## config.mk

```make
export PLATFORM = sky130hd
export DESIGN_NAME = tocm_ram
export DESIGN_NICKNAME = d
export VERILOG_FILES = /design/src/design/tocm_ram.sv
export SDC_FILE = /design/constraint.sdc
export NUM_CORES = 1
export LEC_CHECK = 0
export ABC_AREA = 1
export BUFFER_PORTS_ARGS = -buffer_cell sky130_fd_sc_hd__buf_4
export CAP_MARGIN = 20
export CORE_MARGIN = 3
export CORE_UTILIZATION = 56
export CTS_BUF_LIST = sky130_fd_sc_hd__clkbuf_8
export DETAILED_ROUTE_END_ITERATION = 10
export PLACE_DENSITY = 0.74
export SKIP_CTS_REPAIR_TIMING = 1
export SYNTH_ARGS = -nofsm -noshare
export SYNTH_HDL_FRONTEND = slang
export SYNTH_SLANG_ARGS = --single-unit
```

## constraint.sdc

```tcl
create_clock -name clock -period 2.4 [get_ports clock]
set_clock_uncertainty 0.2 [all_clocks]
set_input_delay 0.36 -clock clock [delete_from_list [all_inputs] [get_ports clock]]
set_output_delay 0.36 -clock clock [all_outputs]
set_load 0.05 [all_outputs]
```

## src/design/tocm_ram.sv

```systemverilog
`timescale 1ns / 1ps
`default_nettype none

module tocm_ram #(
   parameter int WIDTH = 8,
   parameter int DEPTH = 16
) (
   input  wire logic                                      clock,
   input  wire logic                                      we,
   input  wire logic [((DEPTH > 1) ? $clog2(DEPTH) : 1)-1:0] waddr,
   input  wire logic [WIDTH-1:0]                          wdata,
   input  wire logic [((DEPTH > 1) ? $clog2(DEPTH) : 1)-1:0] raddr,
   output logic [WIDTH-1:0]                               rdata
);

   logic [WIDTH-1:0] mem [DEPTH];

   // Read returns the old contents on a same-address write.
   always_ff @(posedge clock) begin
      if (we) begin
         mem[waddr] <= wdata;
      end
      rdata <= mem[raddr];
   end

endmodule

`default_nettype wire
```

* After elaboration in Yosys (flattened, before gate mapping)
Memory sizes are Yosys's and may differ from the RTL's. A register that Yosys moved wholly into a read port is not among the register bits.
Index checks and enable logic that the tools add are counted.
** Word-level totals
- Register bits :: 0
- Memories :: 1
- Memory bits (writable) :: 128
- Input bits :: 18
- Word-level logic and storage cells :: 3
** Memories
- mem :: depth 16, bits a word 8, rd ports 1, clocked after Yosys merged registers in 1, wr ports 1, line 16 : logic [WIDTH-1:0] mem [DEPTH];
** Operators by class
- Multiplexer cells :: 2
** Operators with widths (count)
- $mux W1 :: 2

* Logic depth before layout (Yosys ltp)
- Depth after elaboration :: 2
- Mapped depth :: 8
- Depth with buffers taken out :: 7

* Worst setup path before layout
Ideal clock, no wire load.
- Path kind :: input port to flip-flop
- Start point :: input port waddr[2] (netlist bit)
- End point :: memory mem[10][0] (enable)
- Setup time :: 0.370 ns
- Arrival :: 0.941 ns
- Stages :: 2
- Buffers on the path :: 0
- Path slack :: 0.889 ns
- Path through :: nand3b_1 > nor2_1
** RTL lines
- start: declaration :: line 10 : input wire logic [((DEPTH > 1) ? $clog2(DEPTH) : 1)-1:0] waddr,
- end: declaration :: line 16
No word-level cell before the write port.

* Final worst setup path
- Start point :: register rdata[2], read port of mem
- End point :: output port rdata[2]
** RTL lines
- start: declaration :: line 13 : output logic [WIDTH-1:0] rdata
No word-level cell between the ends.

==> metrics.md <==
| Metric | Value |
|---|---|
| Status | finished clean |
| Yosys top cell area share | 66.7% |
| Setup crit end kind | output pin |
| Hold Violations, Final | 0 |
| TritonCTS clock tree | done |
| Clk pwr share | 34.7% |
| Vias | 3,841 |
| Count leader, synth | nand2_1 |
| Avg Inst Size Synth | 10.5 um^2 |
| Synth cell count leaders | 173 x nand2_1, 128 x edfxtp_1, 100 x inv_1 |
| # fillers | a little under 800 |
| Worst slew margin | 47.0% |
| Routed WL | approximately 12,000 um |
| Core Area | 9910 um^2 |
| Setup TNS | 0 ns |
| Initial core utilization | 58.2% |
| Metal2 WL | around 5400 um |
| Crit path DAT | 0.96 ns |
| Root buffer cell | clkbuf_8 |
| Slack of the critical path | 0.878 ns |
| Nets | 600 |
| Logic gate share of total power | 8.1% |
| Final Cell Area | 6410 um^2 |
| Mapped Nets | 569 |
| Max-cap violations | 0 |
| Via-to-Cell Ratio | 5.28 |
| Largest net degree at the start of global routing | 65 |
| Max incr delay on CP | 0.34 ns |
| Achievable Freq | 657 MHz |
| Total CTS buffers | 17 |
| Die height | around 110 um |
| Drt first pass iters | 5 |
| Die Width | 107 um |
| Final std cells w/o fill | 728 |
| Wire length per cell | 16.3 um |
| Finish-stage setup viols | 0 |
| Setup Crit Path Kind | flop to output pin |
| Seq/Total Area, Yosys | between 60% and 70% |
| Hold Crit Depth | 3 |
| Switching share of power | about a quarter |
| DPL Wire Length | 7350 um |
| Async SR Flop Fraction | 0% |
| Crit-path cells | buf_4 |
| GR Overflow Total | 0 |
| H-Tree Level Count | 4 |
| Global-route wire length before repair | 18,800 um |
| Synthesized instance count | 551 |
| Unrepaired setup endpoints after global routing | false |
| CP bufs+invs | 1 |
| CP delay by family, top | flip-flops |
| Dpl ws | roughly 0.58 ns |
| Psw | 1.09 mW |
| Clk buf depth | 2 |
| Num ports | 26 |
| Post-synth EDFFs | 128 |
| Worst path slowest cell | dfxtp_1 |
| Area grow syn2layout | 11.1% |
| Total die area | 11,600 um^2 |
| Stages on the worst setup path | 1 |
| CTS Sinks | 136 |
| Critical Path RT | 1.84 ns |
| Cell count of the worst reg-to-reg path | 6 |
| Met1 Routed Length | 5230 um |
| ANT cells | 0 |
| Worst-path clk slew | 0.08 ns |
| Synth area leader | edfxtp_1 |
| Synth area leaders | edfxtp_1 67%, nand2_1 11%, nand3_1 8.4% |
| Synth warn | 0 |
| Final core occ | 64.6% |
| Inst Count DP | 696 |
| Placed Area | 6060 um^2 |
| Row count | 36 |
| Detail Route met3 WL | 1040 um |
| Total power | approximately 4.7 mW |
| Hold WS | 0.0508 ns |
| DR iter-0 viols | approximately 350 |
| Worst-Skew Late Latency | 0.43 ns |
| Total GRT Usage | 22.0% |
| Worst Max-Slew Pin Slew | 0.792 ns |
| Antenna viol nets, final | 0 |
| Fin. max-slew vios | 0 |
| Peak supply drop | 0.000393 V |
| Final period util | 63.4% |
| Pwr Density | 728 nW/um^2 |
| Ratio of cells with drive above 1 in the final layout | 10.8% |
| Startpoint types | flop |
| Flops & latches, synth | ~140 |
| CP Max Fanout | 1 |
| Antenna violations before repair | 0 |
| P_int | 3.58 mW |
| Flop pwr share | 57.2% |
| Hold Crit Class | primary input to flop |
| Gp weighted congestion | between 0.8 and 0.9 |
| DRC Markers | 0 |
| Input/output buffers | 25 |
| Max layer used | met4 |
| Mapped Area | between 5000 and 6000 um^2 |
| Netlist cell types | 12 |
| Primary FF master, synth | edfxtp_1 |
| Leakage power | roughly 2.8 nW |
| Fin crit period | 1.52 ns |
| Vias in the first global route | 3,565 |
==> power by group through the flow <==
stage / Combinational [mW] / Clock [mW] / Sequential, mW
floorplan: 0.187 / 0 / 2.77
global placement: 0.375 / 0 / 2.72
detailed placement: 0.380 / 0 / 2.72
CTS: 0.381 / 1.64 / 2.67
global route: 0.416 / 1.74 / 2.67
finish: 0.380 / 1.62 / 2.67
==> per-layer routing <==
metal  GRT usage, %  vias up
met2           32.7      178
met5              0        -
li1               -     1832
met1           32.7     1817
met3           4.92       14
met4           6.85        0
==> cells in the final DEF, fill, tap and decap left out <==
cell type   synthesis  layout
clkbuf_8            0      18
nand3_1            97      97
nand2_1           173     173
dfxtp_1             8       8
clkinvlp_4          0       2
clkinv_2            0       4
clkinv_1            0       1
edfxtp_1          128     128
inv_2               2       2
bufinv_16           0       1
inv_1             100     105
clkinv_4            0       1
nor2_1             17      17
nand3b_1            2       2
buf_4               4      34
buf_12              0       2
==> worst paths after layout <==
check / start / slack [ns] / to
worst max-delay path: rdata[2]$_DFF_P_ / 0.88 / rdata[2]
worst min-delay path: raddr[3] / 0.05 / rdata[7]$_DFF_P_
worst max register to register: mem[2][7]$_DFFE_PP_ / 1.14 / rdata[7]$_DFF_P_
worst min register to register: mem[6][2]$_DFFE_PP_ / 0.47 / rdata[2]$_DFF_P_
==> cells by family (layout without fill, tap and decap cells) <==
family	count (synthesis)	in the layout	synth area share, %
and+or+nand+nor	289	289	21.0
DFF	136	136	69.4
buffers and inverters	126	170	9.52
==> area by class of cell <==
cell class                 instances  area, um^2  share of cell area (%)
clock inverter                    14        96.3                    1.50
sequential                       136        4000                    62.5
clock buffer                      18         248                    3.87
tap                              133         166                    2.60
inverter                         102         383                    5.98
multi-input combinational        289        1210                    18.9
timing repair buffer              36         295                    4.61
==> state kept, by name, summed over array words and instances, names as in the netlist <==
signal  count
rdata       8
mem       128
==> worst min-delay path: stages <==
cell,delay (ns)
buf_4,0.15
nand3_1,0.09
nand2_1,0.06
Note: power is estimated with default switching activity, not from simulation.
